==> config.mk <==
export PLATFORM = sky130hd
export DESIGN_NAME = array_list_engine_core
export DESIGN_NICKNAME = d
export VERILOG_FILES = /design/src/rtl/core/ale_pkg.sv /design/src/rtl/core/ale_ram.sv /design/src/rtl/core/ale_ctrl.sv /design/src/rtl/core/ale_dp.sv /design/src/rtl/core/array_list_engine_core.sv
export SDC_FILE = /design/constraint.sdc
export NUM_CORES = 1
export LEC_CHECK = 0
export BUFFER_PORTS_ARGS = -buffer_cell sky130_fd_sc_hd__buf_2
export CORE_UTILIZATION = 29
export CTS_CLUSTER_DIAMETER = 150
export DETAILED_ROUTE_END_ITERATION = 6
export PLACE_DENSITY = 0.41
export SYNTH_ARGS = -nofsm -noshare
export SYNTH_HDL_FRONTEND = slang
export SYNTH_HIERARCHICAL = 1
export SYNTH_SLANG_ARGS = --single-unit
==> constraint.sdc <==
create_clock -name i_clk -period 15.75 [get_ports i_clk]
set_clock_uncertainty 0.1 [all_clocks]
set_input_delay 1.575 -clock i_clk [delete_from_list [all_inputs] [get_ports i_clk]]
set_output_delay 1.575 -clock i_clk [all_outputs]
set_load 0.005 [all_outputs]
==> src/rtl/core/ale_pkg.sv <==
package ale_pkg;

    // Field widths of the request and result beats
    localparam int ACTION_W    = 3;
    localparam int VALUE_W     = 32;
    localparam int COUNT_W     = 5;
    localparam int OUT_TDATA_W = 16;

    // Request action codes
    typedef enum logic [ACTION_W-1:0] {
        ACT_CLEAR     = 3'd0,
        ACT_INS_HEAD  = 3'd1,
        ACT_INS_SORT  = 3'd2,
        ACT_SEARCH    = 3'd3,
        ACT_DEL_FIRST = 3'd4,
        ACT_DEL_ALL   = 3'd5
    } t_action;

    // Controller states
    typedef enum logic [2:0] {
        ST_IDLE,
        ST_START,
        ST_SCAN_UP,
        ST_SCAN_DN,
        ST_INS_LAST,
        ST_RESP
    } t_state;

    // Commands from controller to datapath
    typedef struct packed {
        logic latch;      // capture request beat
        logic clear;      // empty the list
        logic refuse;     // insert into full list
        logic ins_first;  // insert into empty list
        logic start_up;   // arm upward scan
        logic run_up;     // upward scan step
        logic start_dn;   // arm downward shift
        logic run_dn;     // downward shift step
        logic ins_last;   // place value at the head slot
        logic load_out;   // load result register
    } t_ctl_cmd;

    // Status from datapath to controller
    typedef struct packed {
        logic [ACTION_W-1:0] act;
        logic                full;
        logic                empty;
        logic                up_done;
        logic                dn_place;
        logic                dn_bottom;
        logic                out_free;
    } t_dp_status;

endpackage

==> src/rtl/core/ale_ram.sv <==
module ale_ram #(
    parameter int WIDTH = 32,
    parameter int DEPTH = 16
) (
    input  logic                                  i_clk,
    input  logic                                  i_we,
    input  logic [(DEPTH > 1 ? $clog2(DEPTH) : 1)-1:0] i_waddr,
    input  logic [WIDTH-1:0]                      i_wdata,
    input  logic [(DEPTH > 1 ? $clog2(DEPTH) : 1)-1:0] i_raddr,
    output logic [WIDTH-1:0]                      o_rdata
);

    logic [WIDTH-1:0] r_mem [DEPTH];
    logic [WIDTH-1:0] r_rdata;

    // One write port, one registered read port
    always_ff @(posedge i_clk) begin
        if (i_we) begin
            r_mem[i_waddr] <= i_wdata;
        end
        r_rdata <= r_mem[i_raddr];
    end

    assign o_rdata = r_rdata;

endmodule

==> src/rtl/core/ale_ctrl.sv <==
module ale_ctrl (
    input  logic                  i_clk,
    input  logic                  i_rst_n,
    input  logic                  i_s_tvalid,
    output logic                  o_s_tready,
    input  ale_pkg::t_dp_status   i_status,
    output ale_pkg::t_ctl_cmd     o_cmd
);

    ale_pkg::t_state r_state;
    ale_pkg::t_state n_state;
    logic            accept;

    assign o_s_tready = (r_state == ale_pkg::ST_IDLE);
    assign accept     = i_s_tvalid && o_s_tready;

    // State register
    always_ff @(posedge i_clk) begin
        if (!i_rst_n) begin
            r_state <= ale_pkg::ST_IDLE;
        end else begin
            r_state <= n_state;
        end
    end

    // Next state
    always_comb begin
        n_state = r_state;
        case (r_state)
            ale_pkg::ST_IDLE: begin
                if (accept) n_state = ale_pkg::ST_START;
            end
            ale_pkg::ST_START: begin
                case (i_status.act)
                    ale_pkg::ACT_INS_HEAD, ale_pkg::ACT_INS_SORT: begin
                        if (i_status.full || i_status.empty) n_state = ale_pkg::ST_RESP;
                        else                                 n_state = ale_pkg::ST_SCAN_DN;
                    end
                    ale_pkg::ACT_SEARCH, ale_pkg::ACT_DEL_FIRST, ale_pkg::ACT_DEL_ALL: begin
                        n_state = ale_pkg::ST_SCAN_UP;
                    end
                    default: n_state = ale_pkg::ST_RESP;
                endcase
            end
            ale_pkg::ST_SCAN_UP: begin
                if (i_status.up_done) n_state = ale_pkg::ST_RESP;
            end
            ale_pkg::ST_SCAN_DN: begin
                if (i_status.dn_place)       n_state = ale_pkg::ST_RESP;
                else if (i_status.dn_bottom) n_state = ale_pkg::ST_INS_LAST;
            end
            ale_pkg::ST_INS_LAST: n_state = ale_pkg::ST_RESP;
            ale_pkg::ST_RESP: begin
                if (i_status.out_free) n_state = ale_pkg::ST_IDLE;
            end
            default: n_state = ale_pkg::ST_IDLE;
        endcase
    end

    // Command outputs
    always_comb begin
        o_cmd = '0;
        case (r_state)
            ale_pkg::ST_IDLE: o_cmd.latch = accept;
            ale_pkg::ST_START: begin
                case (i_status.act)
                    ale_pkg::ACT_CLEAR: o_cmd.clear = 1'b1;
                    ale_pkg::ACT_INS_HEAD, ale_pkg::ACT_INS_SORT: begin
                        if (i_status.full)       o_cmd.refuse    = 1'b1;
                        else if (i_status.empty) o_cmd.ins_first = 1'b1;
                        else                     o_cmd.start_dn  = 1'b1;
                    end
                    ale_pkg::ACT_SEARCH, ale_pkg::ACT_DEL_FIRST, ale_pkg::ACT_DEL_ALL: begin
                        o_cmd.start_up = 1'b1;
                    end
                    default: ;
                endcase
            end
            ale_pkg::ST_SCAN_UP:  o_cmd.run_up   = 1'b1;
            ale_pkg::ST_SCAN_DN:  o_cmd.run_dn   = 1'b1;
            ale_pkg::ST_INS_LAST: o_cmd.ins_last = 1'b1;
            ale_pkg::ST_RESP:     o_cmd.load_out = i_status.out_free;
            default: ;
        endcase
    end

    // A request beat always moves the machine out of idle
    a_accept_start: assert property (@(posedge i_clk) disable iff (!i_rst_n)
        accept |=> (r_state == ale_pkg::ST_START))
        else $error("accepted beat did not start processing");

    // Only one scan mode driven at a time
    a_one_scan: assert property (@(posedge i_clk) disable iff (!i_rst_n)
        !(o_cmd.run_up && o_cmd.run_dn))
        else $error("upward and downward scans both active");

endmodule

==> src/rtl/core/ale_dp.sv <==
module ale_dp #(
    parameter int CAPACITY = 16
) (
    input  logic                               i_clk,
    input  logic                               i_rst_n,
    input  ale_pkg::t_ctl_cmd                  i_cmd,
    output ale_pkg::t_dp_status                o_status,
    input  logic [ale_pkg::ACTION_W-1:0]       i_action,
    input  logic signed [ale_pkg::VALUE_W-1:0] i_value,
    input  logic                               i_m_tready,
    output logic                               o_valid,
    output logic                               o_found,
    output logic                               o_refused,
    output logic [ale_pkg::COUNT_W-1:0]        o_count,
    output logic                               o_empty,
    output logic                               o_full
);

    localparam int AW = (CAPACITY > 1) ? $clog2(CAPACITY) : 1;
    localparam int CW = $clog2(CAPACITY + 1);
    localparam logic [CW-1:0] CAP = CW'(CAPACITY);

    // Request and list control state
    logic [ale_pkg::ACTION_W-1:0]       r_act,      n_act;
    logic signed [ale_pkg::VALUE_W-1:0] r_value,    n_value;
    logic [CW-1:0]                      r_count,    n_count;
    logic [CW-1:0]                      r_rd_ptr,   n_rd_ptr;
    logic [CW-1:0]                      r_wr_ptr,   n_wr_ptr;
    logic                               r_rd_on,    n_rd_on;
    logic                               r_pend,     n_pend;
    logic [AW-1:0]                      r_pend_addr, n_pend_addr;
    logic                               r_found,    n_found;
    logic                               r_refused,  n_refused;
    logic                               r_hit,      n_hit;

    // Result register
    logic                               r_out_valid,   n_out_valid;
    logic                               r_out_found,   n_out_found;
    logic                               r_out_refused, n_out_refused;
    logic [CW-1:0]                      r_out_count,   n_out_count;

    // RAM port
    logic                               ram_we;
    logic [AW-1:0]                      ram_waddr;
    logic [ale_pkg::VALUE_W-1:0]        ram_wdata;
    logic [AW-1:0]                      ram_raddr;
    logic [ale_pkg::VALUE_W-1:0]        ram_rdata;

    logic                               shift;
    logic                               match;
    logic                               keep;
    logic                               rd_more_up;
    logic [CW+ale_pkg::COUNT_W-1:0]     cnt_ext;

    ale_ram #(
        .WIDTH (ale_pkg::VALUE_W),
        .DEPTH (CAPACITY)
    ) u_entries (
        .i_clk   (i_clk),
        .i_we    (ram_we),
        .i_waddr (ram_waddr),
        .i_wdata (ram_wdata),
        .i_raddr (ram_raddr),
        .o_rdata (ram_rdata)
    );

    // Compares on the entry coming out of the RAM
    assign shift      = (r_act == ale_pkg::ACT_INS_HEAD) || ($signed(ram_rdata) > r_value);
    assign match      = (ram_rdata == r_value);
    assign rd_more_up = (r_rd_ptr < r_count);

    // Datapath next state
    always_comb begin
        n_act         = r_act;
        n_value       = r_value;
        n_count       = r_count;
        n_rd_ptr      = r_rd_ptr;
        n_wr_ptr      = r_wr_ptr;
        n_rd_on       = r_rd_on;
        n_pend        = r_pend;
        n_pend_addr   = r_pend_addr;
        n_found       = r_found;
        n_refused     = r_refused;
        n_hit         = r_hit;
        n_out_valid   = r_out_valid;
        n_out_found   = r_out_found;
        n_out_refused = r_out_refused;
        n_out_count   = r_out_count;
        ram_we        = 1'b0;
        ram_waddr     = '0;
        ram_wdata     = r_value;
        ram_raddr     = '0;
        keep          = 1'b1;

        if (i_cmd.latch) begin
            n_act     = i_action;
            n_value   = i_value;
            n_found   = 1'b0;
            n_refused = 1'b0;
            n_hit     = 1'b0;
        end

        if (i_cmd.clear)  n_count   = '0;
        if (i_cmd.refuse) n_refused = 1'b1;

        // Insert into an empty list, or at the bottom of a downward shift, goes straight to the head slot
        if (i_cmd.ins_first || i_cmd.ins_last) begin
            ram_we    = 1'b1;
            ram_waddr = '0;
            ram_wdata = r_value;
            n_count   = r_count + 1'b1;
        end

        // Upward scan: read at rd_ptr, compact kept entries down to wr_ptr (a search writes nothing)
        if (i_cmd.start_up) begin
            n_rd_ptr = '0;
            n_wr_ptr = '0;
            n_pend   = 1'b0;
        end
        if (i_cmd.run_up) begin
            if (rd_more_up) begin
                ram_raddr   = r_rd_ptr[AW-1:0];
                n_rd_ptr    = r_rd_ptr + 1'b1;
                n_pend      = 1'b1;
                n_pend_addr = r_rd_ptr[AW-1:0];
            end else begin
                n_pend = 1'b0;
            end
            if (r_pend) begin
                case (r_act)
                    ale_pkg::ACT_SEARCH: begin
                        if (match) n_found = 1'b1;
                    end
                    ale_pkg::ACT_DEL_FIRST: begin
                        keep = !(match && !r_hit);
                        if (match) n_hit = 1'b1;
                    end
                    ale_pkg::ACT_DEL_ALL: keep = !match;
                    default: ;
                endcase
                if (keep) begin
                    n_wr_ptr  = r_wr_ptr + 1'b1;
                    ram_we    = (r_act != ale_pkg::ACT_SEARCH);
                    ram_waddr = r_wr_ptr[AW-1:0];
                    ram_wdata = ram_rdata;
                end
            end else if (!rd_more_up) begin
                n_count = r_wr_ptr;
            end
        end

        // Downward shift: move entries up one slot until the value fits
        if (i_cmd.start_dn) begin
            n_rd_ptr = r_count - 1'b1;
            n_rd_on  = 1'b1;
            n_pend   = 1'b0;
        end
        if (i_cmd.run_dn) begin
            if (r_rd_on) begin
                ram_raddr   = r_rd_ptr[AW-1:0];
                n_pend      = 1'b1;
                n_pend_addr = r_rd_ptr[AW-1:0];
                if (r_rd_ptr == '0) n_rd_on = 1'b0;
                else                n_rd_ptr = r_rd_ptr - 1'b1;
            end else begin
                n_pend = 1'b0;
            end
            if (r_pend) begin
                ram_we    = 1'b1;
                ram_waddr = r_pend_addr + 1'b1;
                ram_wdata = shift ? ram_rdata : r_value;
                if (!shift) n_count = r_count + 1'b1;
            end
        end

        // Result register
        if (i_cmd.load_out) begin
            n_out_valid   = 1'b1;
            n_out_found   = r_found;
            n_out_refused = r_refused;
            n_out_count   = r_count;
        end else if (i_m_tready) begin
            n_out_valid = 1'b0;
        end
    end

    // Control registers
    always_ff @(posedge i_clk) begin
        if (!i_rst_n) begin
            r_count     <= '0;
            r_rd_on     <= 1'b0;
            r_pend      <= 1'b0;
            r_out_valid <= 1'b0;
        end else begin
            r_count     <= n_count;
            r_rd_on     <= n_rd_on;
            r_pend      <= n_pend;
            r_out_valid <= n_out_valid;
        end
    end

    // Payload registers
    always_ff @(posedge i_clk) begin
        r_act         <= n_act;
        r_value       <= n_value;
        r_rd_ptr      <= n_rd_ptr;
        r_wr_ptr      <= n_wr_ptr;
        r_pend_addr   <= n_pend_addr;
        r_found       <= n_found;
        r_refused     <= n_refused;
        r_hit         <= n_hit;
        r_out_found   <= n_out_found;
        r_out_refused <= n_out_refused;
        r_out_count   <= n_out_count;
    end

    // Status to controller
    assign o_status.act       = r_act;
    assign o_status.full      = (r_count >= CAP);
    assign o_status.empty     = (r_count == '0);
    assign o_status.up_done   = !r_pend && !rd_more_up;
    assign o_status.dn_place  = r_pend && !shift;
    assign o_status.dn_bottom = r_pend && shift && (r_pend_addr == '0);
    assign o_status.out_free  = !r_out_valid || i_m_tready;

    // Result fields
    assign cnt_ext   = (CW + ale_pkg::COUNT_W)'(r_out_count);
    assign o_valid   = r_out_valid;
    assign o_found   = r_out_found;
    assign o_refused = r_out_refused;
    assign o_count   = cnt_ext[ale_pkg::COUNT_W-1:0];
    assign o_empty   = (r_out_count == '0);
    assign o_full    = (r_out_count == CAP);

    // Count never passes capacity
    a_count_cap: assert property (@(posedge i_clk) disable iff (!i_rst_n)
        r_count <= CAP)
        else $error("entry count beyond capacity");

    // Compaction writes never overtake the read stream
    a_wr_behind: assert property (@(posedge i_clk) disable iff (!i_rst_n)
        (i_cmd.run_up && r_pend) |-> (r_wr_ptr <= CW'(r_pend_addr)))
        else $error("compaction write ahead of read");

endmodule

==> src/rtl/core/array_list_engine_core.sv <==
// A clear, a refused insert, an insert into an empty list or an unknown action goes from
// start straight to the result; search, deletes and other inserts scan the list first.
// One request at a time; the next is taken once the previous result is in the output
// register, and a scan is paced by the single read port of the entry RAM stepping one
// entry per cycle.
// Reset (synchronous, active low) empties the list; entry contents are not cleared.
module array_list_engine_core #(
    parameter int CAPACITY = 16
) (
    input  logic                                i_clk,
    input  logic                                i_rst_n,
    input  logic                                i_s_tvalid,
    output logic                                o_s_tready,
    input  logic [ale_pkg::VALUE_W-1:0]         i_s_tdata,  // [31:0] value
    input  logic [ale_pkg::ACTION_W-1:0]        i_s_tuser,  // [2:0] action
    output logic                                o_m_tvalid,
    input  logic                                i_m_tready,
    output logic [ale_pkg::OUT_TDATA_W-1:0]     o_m_tdata   // [0] found, [1] status,
                                                            // [6:2] count, [7] is_empty,
                                                            // [8] is_full, [15:9] zero
);

    ale_pkg::t_ctl_cmd            cmd;
    ale_pkg::t_dp_status          status;
    logic                         found;
    logic                         refused;
    logic [ale_pkg::COUNT_W-1:0]  count;
    logic                         is_empty;
    logic                         is_full;

    ale_ctrl u_ctrl (
        .i_clk      (i_clk),
        .i_rst_n    (i_rst_n),
        .i_s_tvalid (i_s_tvalid),
        .o_s_tready (o_s_tready),
        .i_status   (status),
        .o_cmd      (cmd)
    );

    ale_dp #(
        .CAPACITY (CAPACITY)
    ) u_dp (
        .i_clk      (i_clk),
        .i_rst_n    (i_rst_n),
        .i_cmd      (cmd),
        .o_status   (status),
        .i_action   (i_s_tuser),
        .i_value    ($signed(i_s_tdata)),
        .i_m_tready (i_m_tready),
        .o_valid    (o_m_tvalid),
        .o_found    (found),
        .o_refused  (refused),
        .o_count    (count),
        .o_empty    (is_empty),
        .o_full     (is_full)
    );

    // Pack result beat
    assign o_m_tdata = {7'b0, is_full, is_empty, count, refused, found};

    // A refused insert is only ever reported against a full list
    a_refused_full: assert property (@(posedge i_clk) disable iff (!i_rst_n)
        (o_m_tvalid && refused) |-> is_full)
        else $error("refused insert reported with list not full");

endmodule

==> key figures, run 1 <==
Placed design
  – Post-DP Area: 0.0263 sq mm
  – Placer Congestion: ~0.75
  – HPWL Detailed: around 35 mm
  – Port Buffers: 49

Clocking
  – Clk slew on worst S/H paths: ~60 ps
  – Post-CTS Resized: 0
  – Post-CTS Setup Bufs: 0
  – CTS root buffer: clkbuf_16
  – H-tree lvl count: 3
  – Clock Latency Late Sink: 610 ps
  – CTS tree: yes
  – Longest Clk Path Bufs: 3
  – Sink Count: 614
  – CTS Hold Bufs: 0
  – CTS Buf Count: 72

Finish
  – Antenna cells: 0
  – Nets: 1489
  – Area growth syn-to-layout: 16.2%
  – Final core occ: 0.341
  – Layout cell share with drive strength beyond 1: 0.259
  – Post-route cell area: 0.0286 sq mm

Run status
  – Outcome: complete, no violations

Floorplanning
  – Number of core rows: around 110
  – Die area: between 0.08 and 0.09 sq mm
  – I/O Pins: 57
  – CORE AREA: 0.0838 sq mm
  – Vert. Die Dim: roughly 290 um
  – Starting Density: 0.293
  – Chip width: 293 um

Synthesis
  – Seq/Total Area, Yosys: 0.725
  – Synth top area share: 0.676
  – Ys async rst share: 0
  – Ranking of synthesized cells by area: edfxtp_1 (68%), mux4_2 (12%), dfxtp_1 (4.9%)
  – Netlist cell types: between 60 and 70
  – Post-synth top cells: edfxtp_1 (554), mux4_2 (128), a22oi_1 (65)
  – Mean Syn Cell Area: 18.7 sq um
  – Syn Inst Count: 1315
  – Seq cells post-synth: between 600 and 700
  – Mapped Area: 0.0246 sq mm
  – Largest area contributor in the netlist: edfxtp_1
  – Post-synth EDFFs: 554
  – Warnings, synthesis: 6
  – Most frequent cell after synthesis: edfxtp_1
  – Post-synth top flop: edfxtp_1

STA
  – RSZ-0062 raised after global routing: false
  – Achievable Freq: 0.174 GHz
  – Final setup fails: 0
  – Worst rel slew slack: 0.160
  – Fin. Hold Viols: 0
  – Setup TNS: 0 ps
  – Max Slew Vio Count: 0
  – Worst-margin pin slew: 1230 ps
  – Final min period: 5740 ps
  – Fin crit share: 0.365

Min path
  – Hold Path Origin: u_dp/r_refused
  – HP Class: flop to flop

Drt
  – Via count: 12300
  – Detailed Routing Iterations Pass 1: 7
  – Initial drt markers: 760
  – Wire length per cell: 23.8 um
  – Vias per cell: 4.72
  – Detailed-route DRC error count: 0
  – Antenna-violating nets left: 0
  – Final WL: 61.9 mm

GRT
  – Maximum number of pins on one net before global-route repair: 59
  – Initial antenna violation count: 1
  – Vias in the first global route: roughly 13000
  – First-pass GRT wire length: approximately 92 mm
  – Gr ovfl total: 0
  – All-Layer GR Usage: 0.147

Flow run
  – Max-capacitance violation count: 0

Worst setup path
  – Worst-path maximum fanout: 19
  – R2R Path Start: u_dp/r_value[14]
  – CP arrival: 5890 ps
  – Crit path kind: flop to flop
  – Worst setup SP type: flop
  – CP required: 15900 ps
  – Worst setup EP type: flop
  – Launch point of the worst path: u_dp/r_value[14]

Pwr
  – Leak pwr: just over 0.009 uW
  – Cell area power density: between 150 and 200 mW/mm^2
  – Max VDD drop: 67.7 uV
[layer usage]
layer / wire, um / global-route usage
met5: 0 / 0
met4: 950 / 0.0401
met2: 30700 / 0.247
met3: 1860 / 0.0207
met1: 28300 / 0.198
[final timing paths]
path / to / depth (start not counted) / slack [ps]
setup / recovery: u_dp/u_entries/r_mem[10][6] / 12 / 10010
setup reg to reg: u_dp/u_entries/r_mem[10][6] / 12 / 10010
hold / removal: u_dp/o_refused / 0 / 350
hold reg to reg: u_dp/o_refused / 0 / 350
[through the flow]
stage	std cells	power, uW	hold slack, ps	worst slack [ps]
floorplan	1321	2590	306	10420
global placement	2466	2840	328	10030
detailed placement	2466	2840	342	9920
CTS	2600	4490	355	9890
global route	2600	4630	363	9570
finish	2600	4410	352	10010
[critical path: stages, from the launching register on]
cell	delay, ps
edfxtp_1	350
inv_1	50
ha_1	310
nand4_1	290
nor3_1	660
nand3_1	400
o31ai_1	960
nor2_1	200
nand2_1	130
o21ai_0	330
nand2b_1	460
nor2_4	640
buf_4	490
[logic make-up after synthesis]
group           Yosys count  synth area share
flops                   614             0.725
fa+ha+maj                44            0.0224
mux                     164             0.138
xor+xnor                 15           0.00534
compound gates          170            0.0486
buf+inv                 119            0.0226
other cells               1          0.000152
simple gates            188            0.0377
[state kept, by name, indices dropped and copies added (netlist names), 3 cells and up]
signal and cells:
u_ctrl/r_state 3, u_dp/o_count 5, u_dp/r_act 3, u_dp/r_count 5, u_dp/r_pend_addr 4, u_dp/r_rd_ptr 5
u_dp/r_value 32, u_dp/r_wr_ptr 5, u_dp/u_entries/o_rdata 32, u_dp/u_entries/r_mem 512
[layout make-up]
class / instances / area, sq um
clock buffer: 96 / 1960
clock inverter: 38 / 332
fill: 8013 / 55200
inverter: 51 / 191
multi-input combinational: 588 / 6380
sequential: 614 / 17800
tap: 1134 / 1420
timing repair buffer: 79 / 470
[where the power goes]
part           leakage (uW)  internal [uW]  switching, uW  total, uW
combinational       0.00259            274            429        703
sequential          0.00550           2010           89.1       2100
clock               0.00113            949            667       1620
total               0.00922           3230           1190       4410
[cells in the final DEF, fill, tap and decap left out, types with 4 or more instances in the layout]
cell type and count:
a211oi_1 4, a21boi_0 4, a21o_1 11, a21oi_1 23, a221oi_1 4, a22oi_1 65
buf_2 49, buf_4 30, bufinv_16 4, clkbuf_1 18, clkbuf_16 73, clkbuf_8 5
clkinv_1 12, clkinv_2 14, conb_1 7, dfxtp_1 60, edfxtp_1 554, ha_1 44
inv_1 51, inv_6 4, mux2_4 30, mux4_2 128, nand2_1 57, nand2b_1 12
nand3_1 19, nand4_1 7, nor2_1 27, nor2_4 15, nor2b_1 7, nor3_1 9
nor3_2 4, o21ai_0 24, o22ai_1 6, o31ai_1 5, xnor2_1 10, xor2_1 5
(Power assumes the default switching activity.)
==> run 2: changes to the inputs <==
==> constraint.sdc (replaced) <==
create_clock -name i_clk -period 5.8 [get_ports i_clk]
set_clock_uncertainty 0.1 [all_clocks]
set_input_delay 0.58 -clock i_clk [delete_from_list [all_inputs] [get_ports i_clk]]
set_output_delay 0.58 -clock i_clk [all_outputs]
set_load 0.005 [all_outputs]
==> key figures, run 2 (synthesis gave the netlist of run 1 again) <==
Finish
  – Antenna cells: 0 (unchanged)
  – Fill cells: 7958 (-0.69%)
  – Nets: 1503 (+0.94%)
  – Reg area: 0.0178 sq mm (unchanged)
  – Commonest non-fill, non-tap cells in the layout: edfxtp_1 (554), mux4_2 (128), clkbuf_16 (76), a22oi_1 (65), dfxtp_1 (60)
  – Area growth syn-to-layout: 17.0%
  – Cell Count, Final, Fillers Out: 2610 (+0.38%)
  – Area of the multi-input gates: 0.00638 sq mm (unchanged)
  – Final core occ: 0.343 (+0.00236)
  – Layout cell share with drive strength beyond 1: 0.264 (+0.00434)
  – Commonest non-fill, non-tap cell in the layout: edfxtp_1
  – Max FFs per register: 512 (unchanged)
  – Reg with most FFs: u_dp/u_entries/r_mem

Floorplanning
  – I/O Pins: 57 (unchanged)
  – Starting Density: 0.293 (unchanged)
  – Chip width: 293 um (unchanged)
  – Die area: 0.0860 sq mm (unchanged)
  – Vert. Die Dim: 293 um (unchanged)
  – CORE AREA: 0.0838 sq mm (unchanged)
  – Number of core rows: 106 (unchanged)

Pwr
  – Max VDD drop: 223 uV (+230%)
  – Leak pwr: 0.00930 uW (+0.95%)
  – NetSw: 3190 uW (+170%)
  – Cell area power density: 417 mW/mm^2 (+170%)
  – Clock power frac: 0.363 (-0.003)
  – Sw Ratio: 0.266 (-0.00269)
  – Combinational power share: 0.164 (+0.005)
  – Seq pwr share: 0.473 (-0.002)
  – P_int: 8810 uW (+170%)

Clocking
  – CTS Buf Count: 72 (unchanged)
  – H-tree lvl count: 3 (unchanged)
  – CTS root buffer: clkbuf_16
  – Clk slew on worst S/H paths: 60 ps (about the same)
  – CTS tree: yes
  – Longest Clk Path Bufs: 3 (unchanged)
  – Post-CTS Resized: 0 (unchanged)
  – Sink Count: 614 (unchanged)
  – Post-CTS Setup Bufs: 0 (unchanged)
  – CTS Hold Bufs: 0 (unchanged)
  – Clock Latency Late Sink: 590 ps (-20 ps)

Worst setup path
  – CP peak stage delay: 580 ps (-380 ps)
  – Crit-path slowest cell: nor2_4
  – CP arrival: 4790 ps (-1100 ps)
  – Launch point of the worst path: u_dp/r_value[30]
  – R2R Path Start: u_dp/r_value[30]
  – CP required: 5990 ps (-9910 ps)
  – R2R cell count: 13 (+1)
  – Crit path kind: flop to flop
  – Worst-path maximum fanout: 18 (-1)
  – Crit-path cells: inv_1, ha_1, nand4_1, nor4_2, nand3_1, o31ai_1, buf_4, nor2_1, nand2_1, o21ai_0, nand2b_1, nor2_4, buf_12
  – Worst setup SP type: flop
  – Worst setup EP type: flop

GRT
  – Maximum number of pins on one net before global-route repair: 70 (+19%)
  – All-Layer GR Usage: 0.143 (-0.00415)
  – Gr ovfl total: 0 (unchanged)
  – Vias in the first global route: 13100 (-0.54%)
  – First-pass GRT wire length: 89.5 mm (-2.3%)
  – Initial antenna violation count: 1 (unchanged)

STA
  – Worst-margin pin slew: 1080 ps (-152 ps)
  – Achievable Freq: 0.217 GHz (+25%)
  – Fin crit share: 0.794 (+0.429)
  – Fin worst setup slack: 1200 ps (-8810 ps)
  – RSZ-0062 raised after global routing: false
  – Max Slew Vio Count: 0 (unchanged)
  – Final min period: 4600 ps (-1140 ps)
  – Worst rel slew slack: 0.264 (+0.104)
  – Setup TNS: 0 ps (unchanged)
  – Final setup fails: 0 (unchanged)
  – Fin. Hold Viols: 0 (unchanged)

Drt
  – Via count: 12200 (-0.49%)
  – Antenna-violating nets left: 0 (unchanged)
  – Initial drt markers: 702 (-7.6%)
  – Wire length per cell: 23.0 um (-3.4%)
  – Final WL: 60.0 mm (-3.0%)
  – Detailed-route DRC error count: 0 (unchanged)
  – Vias per cell: 4.67 (-0.87%)
  – Detailed Routing Iterations Pass 1: 4 (-3)

Placed design
  – Placer Congestion: 0.749 (-0.73%)
  – HPWL Detailed: 36.8 mm (+5.8%)
  – Port Buffers: 49 (unchanged)
  – Dpl ws: 1060 ps (-8860 ps)
  – # placed instances: 2480 (+0.57%)

Min path
  – Hold Path Origin: i_s_tdata[6]
  – Hold Crit Depth: 1 (+1)
  – HP Class: primary input to flop

Run status
  – Outcome: complete, no violations

Flow run
  – Max-capacitance violation count: 0 (unchanged)
## run 2: path summary, 6_finish.rpt
check,to,slack (ps)
setup / recovery,u_dp/u_entries/r_mem[2][23],1200
hold / removal,u_dp/r_value[6],60
setup reg to reg,u_dp/u_entries/r_mem[2][23],1200
hold reg to reg,u_dp/o_found,340
## run 2: area by class of cell
| type | count | area share |
|---|---|---|
| timing repair buffer | 93 | 0.0239 |
| multi-input combinational | 588 | 0.222 |
| clock inverter | 30 | 0.00878 |
| clock buffer | 100 | 0.0702 |
| inverter | 51 | 0.00665 |
| tap | 1134 | 0.0493 |
| sequential | 614 | 0.620 |
## run 2: worst max-delay path: cells and delay by family (launching register included)
family | cells | cell delay [ps]
simple gates | 7 | 2380
buf+inv | 3 | 520
flops | 1 | 350
fa+ha+maj | 1 | 310
compound gates | 2 | 640
## run 2: per-layer routing
metal | wire, um | track usage
met1 | 27900 | 0.197
met2 | 29200 | 0.236
met3 | 1960 | 0.0195
met4 | 920 | 0.0380
met5 | 0 | 0
## run 2: power by group through the flow
stage          Sequential [uW]  Combinational (uW)  Clock [uW]
4_1_cts                   5680                2020        4510
2_1_floorplan             5670                1370           0
6_report                  5680                1960        4360
3_3_place_gp              5770                2000           0
3_5_place_dp              5770                2010           0
5_1_grt                   5720                2210        4660
## run 2: per-stage QoR
| stage | area [sq um] | hold slack (ps) | power (uW) |
|---|---|---|---|
| finish | 28800 | 62.9 | 12000 |
| global placement | 26500 | 321 | 7770 |
| floorplan | 24600 | 306 | 7040 |
| global route | 28800 | 27.5 | 12600 |
| CTS | 28800 | 13.8 | 12200 |
| detailed placement | 26500 | 325 | 7780 |
==> run 3: changes to the inputs <==
--- a/config.mk
+++ b/config.mk
@@ -5,6 +5,7 @@
 export SDC_FILE = /design/constraint.sdc
 export NUM_CORES = 1
 export LEC_CHECK = 0
+export ABC_AREA = 1
 export BUFFER_PORTS_ARGS = -buffer_cell sky130_fd_sc_hd__buf_2
 export CORE_UTILIZATION = 29
 export CTS_CLUSTER_DIAMETER = 150
==> constraint.sdc (replaced) <==
create_clock -name i_clk -period 4.5 [get_ports i_clk]
set_clock_uncertainty 0.1 [all_clocks]
set_input_delay 0.45 -clock i_clk [delete_from_list [all_inputs] [get_ports i_clk]]
set_output_delay 0.45 -clock i_clk [all_outputs]
set_load 0.005 [all_outputs]
==> key figures, run 3 <==
STA
  – Max Slew Vio Count: 0 (unchanged)
  – Worst rel slew slack: 0.374 (+0.110)
  – Final min period: 3800 ps (-806 ps)
  – Worst-margin pin slew: 938 ps (-138 ps)
  – RSZ-0062 raised after global routing: false
  – Final setup fails: 0 (unchanged)
  – Fin crit share: 0.844 (+0.0501)
  – Fin. Hold Viols: 0 (unchanged)
  – Achievable Freq: 0.263 GHz (+21%)
  – Setup TNS: 0 ps (unchanged)

Floorplanning
  – Vert. Die Dim: 311 um (+6.2%)
  – Number of core rows: 113 (+6.6%)
  – Chip width: 311 um (+6.2%)
  – Die area: 0.0970 sq mm (+13%)
  – CORE AREA: 0.0949 sq mm (+13%)
  – Starting Density: 0.293 (-0.000709)
  – I/O Pins: 57 (unchanged)

Worst setup path
  – Crit path kind: flop to flop
  – Crit-path slowest cell: nand3b_1
  – CP arrival: 3970 ps (-820 ps)
  – CP required: 4670 ps (-1320 ps)
  – Crit-path cells: inv_1, ha_1, nand4_1, nor3_1, buf_4, nand3_1, nand2_1, inv_1, nand2_1, o21ai_0, nand3b_1, nor2_4, buf_4
  – Worst-path maximum fanout: 23 (+5)
  – Worst setup SP type: flop
  – CP peak stage delay: 480 ps (-100 ps)
  – Worst setup EP type: flop

GRT
  – Initial antenna violation count: 2 (+1)
  – First-pass GRT wire length: 126 mm (+41%)
  – All-Layer GR Usage: 0.174 (+0.0314)
  – Gr ovfl total: 0 (unchanged)
  – Maximum number of pins on one net before global-route repair: 76 (+8.6%)
  – Vias in the first global route: 19100 (+46%)

Clocking
  – CTS Hold Bufs: 37 (+37)
  – Post-CTS Setup Bufs: 0 (unchanged)
  – Sink Count: 614 (unchanged)
  – CTS tree: yes
  – Post-CTS Resized: 0 (unchanged)
  – Longest Clk Path Bufs: 3 (unchanged)
  – H-tree lvl count: 3 (unchanged)
  – CTS root buffer: clkbuf_16
  – Clock Latency Late Sink: 650 ps (+60 ps)
  – Clk slew on worst S/H paths: 60 ps (about the same)
  – CTS Buf Count: 73 (+1.4%)

Drt
  – Final WL: 84.2 mm (+40%)
  – Initial drt markers: 1506 (+110%)
  – Via count: 19400 (+59%)
  – Wire length per cell: 19.9 um (-14%)
  – Detailed Routing Iterations Pass 1: 4 (unchanged)
  – Vias per cell: 4.57 (-2.2%)
  – Antenna-violating nets left: 0 (unchanged)
  – Detailed-route DRC error count: 0 (unchanged)

Finish
  – Fill cells: 9559 (+20%)
  – Layout cell share with drive strength beyond 1: 0.106 (-0.157)
  – Reg with most FFs: u_dp/u_entries/r_mem
  – Max FFs per register: 512 (unchanged)
  – Final core occ: 0.345 (+0.00199)
  – Area growth syn-to-layout: 18.0%
  – Nets: 3000 (+100%)
  – Antenna cells: 0 (unchanged)
  – Commonest non-fill, non-tap cell in the layout: nand2_1
  – Commonest non-fill, non-tap cells in the layout: nand2_1 (812), edfxtp_1 (554), inv_1 (492), nand3_1 (434), clkbuf_16 (73)

Synthesis
  – Post-synth top flop: edfxtp_1
  – Seq/Total Area, Yosys: 0.642 (-0.0829)
  – Warnings, synthesis: 6 (unchanged)
  – Seq cells post-synth: 614 (unchanged)
  – Most frequent cell after synthesis: nand2_1
  – Ys async rst share: 0 (unchanged)
  – Post-synth top cells: nand2_1 (812), edfxtp_1 (554), inv_1 (498)
  – Mapped Area: 0.0278 sq mm (+13%)
  – Post-synth EDFFs: 554 (unchanged)
  – Mean Syn Cell Area: 9.97 sq um (-47%)
  – Syn Inst Count: 2786 (+110%)
  – Ranking of synthesized cells by area: edfxtp_1 (60%), nand2_1 (11%), nand3_1 (7.8%)
  – Netlist cell types: 47 (-30%)
  – Synth top area share: 0.599 (-0.0773)
  – Largest area contributor in the netlist: edfxtp_1

Pwr
  – Cell area power density: 480 mW/mm^2 (+15%)
  – Leak pwr: 0.0138 uW (+49%)
  – Max VDD drop: 262 uV (+17%)

Placed design
  – HPWL Detailed: 52.1 mm (+42%)
  – Placer Congestion: 0.812 (+8.3%)
  – Port Buffers: 49 (unchanged)

Min path
  – HP Class: primary input to flop

Run status
  – Outcome: complete, no violations

Flow run
  – Max-capacitance violation count: 0 (unchanged)
## run 3: cell count changes in the layout (fill, tap and decap cells not counted), sizes merged, moves of 12 or more
cell         delta
dlygate4sd3    +37
nand3         +419
buf            +51
inv           +456
nand2b         -12
mux2           -33
nand2         +780
nor2           +41
mux4          -128
a22oi          -61
## run 3: kinds of logic (layout without fill, tap and decap cells)
kind of cell,count (synthesis),in the layout,share of synthesized area
AND/OR/NAND/NOR,1393,1393,0.216
buffers and inverters,636,819,0.100
flip-flops,614,614,0.642
AO/OA/AOI/OAI,90,90,0.0189
adder cells (fa/ha/maj),44,44,0.0198
XOR/XNOR,7,7,0.00221
other,1,7,0.000135
multiplexers,1,1,0.000360
## run 3: worst paths after layout
path	start	endpoint	slack, ps	cells past startpoint
min	i_s_tvalid	u_ctrl/r_state[2]	270	7
max reg2reg	u_dp/r_value[15]	u_dp/u_entries/r_mem[4][27]	700	13
max	u_dp/r_value[15]	u_dp/u_entries/r_mem[4][27]	700	13
min reg2reg	u_dp/r_refused	u_dp/o_refused	340	0
## run 3: per-stage QoR
step / std cells / hold WS (ps) / instance area, sq um / setup WS [ps] / power [uW]
3_3_place_gp: 4070 / 315 / 29900 / 737 / 9740
5_1_grt: 4240 / 321 / 32800 / 461 / 16500
3_5_place_dp: 4070 / 324 / 29900 / 785 / 9760
2_1_floorplan: 2792 / 306 / 27800 / 569 / 8580
4_1_cts: 4240 / 234 / 32800 / 713 / 16000
6_report: 4240 / 269 / 32800 / 703 / 15700
## run 3: layout make-up
cell class                      count  area (sq um)  area share
Tap cell                         1265          1580      0.0483
Clock inverter                     40           551      0.0168
Clock buffer                       93          1950      0.0596
Timing Repair Buffer              181          1640      0.0501
Multi-Input combinational cell   1542          7300       0.223
Sequential cell                   614         17800       0.544
Inverter                          505          1910      0.0584
## run 3: worst max-delay path, delay by kind of cell (launching register included)
kind | cells | cell delay, ps
and+or+nand+nor | 7 | 1590
DFF | 1 | 380
buffers and inverters | 4 | 810
adders and majority gates | 1 | 340
AOI/OAI and AO/OA | 1 | 160
## run 3: report_power, final
group	switching [uW]	total, uW	internal [uW]
Combinational	1720	2430	714
Sequential	279	7190	6910
Clock	2530	6120	3590
Total	4530	15700	11200
## run 3: metal layers
| layer | up-vias | GRT usage | wire length (um) |
|---|---|---|---|
| li1 | 9308 | - | - |
| met1 | 9528 | 0.246 | 39900 |
| met2 | 453 | 0.275 | 38600 |
| met3 | 96 | 0.0266 | 4040 |
| met4 | 2 | 0.0504 | 1630 |
| met5 | - | 0 | 8 |
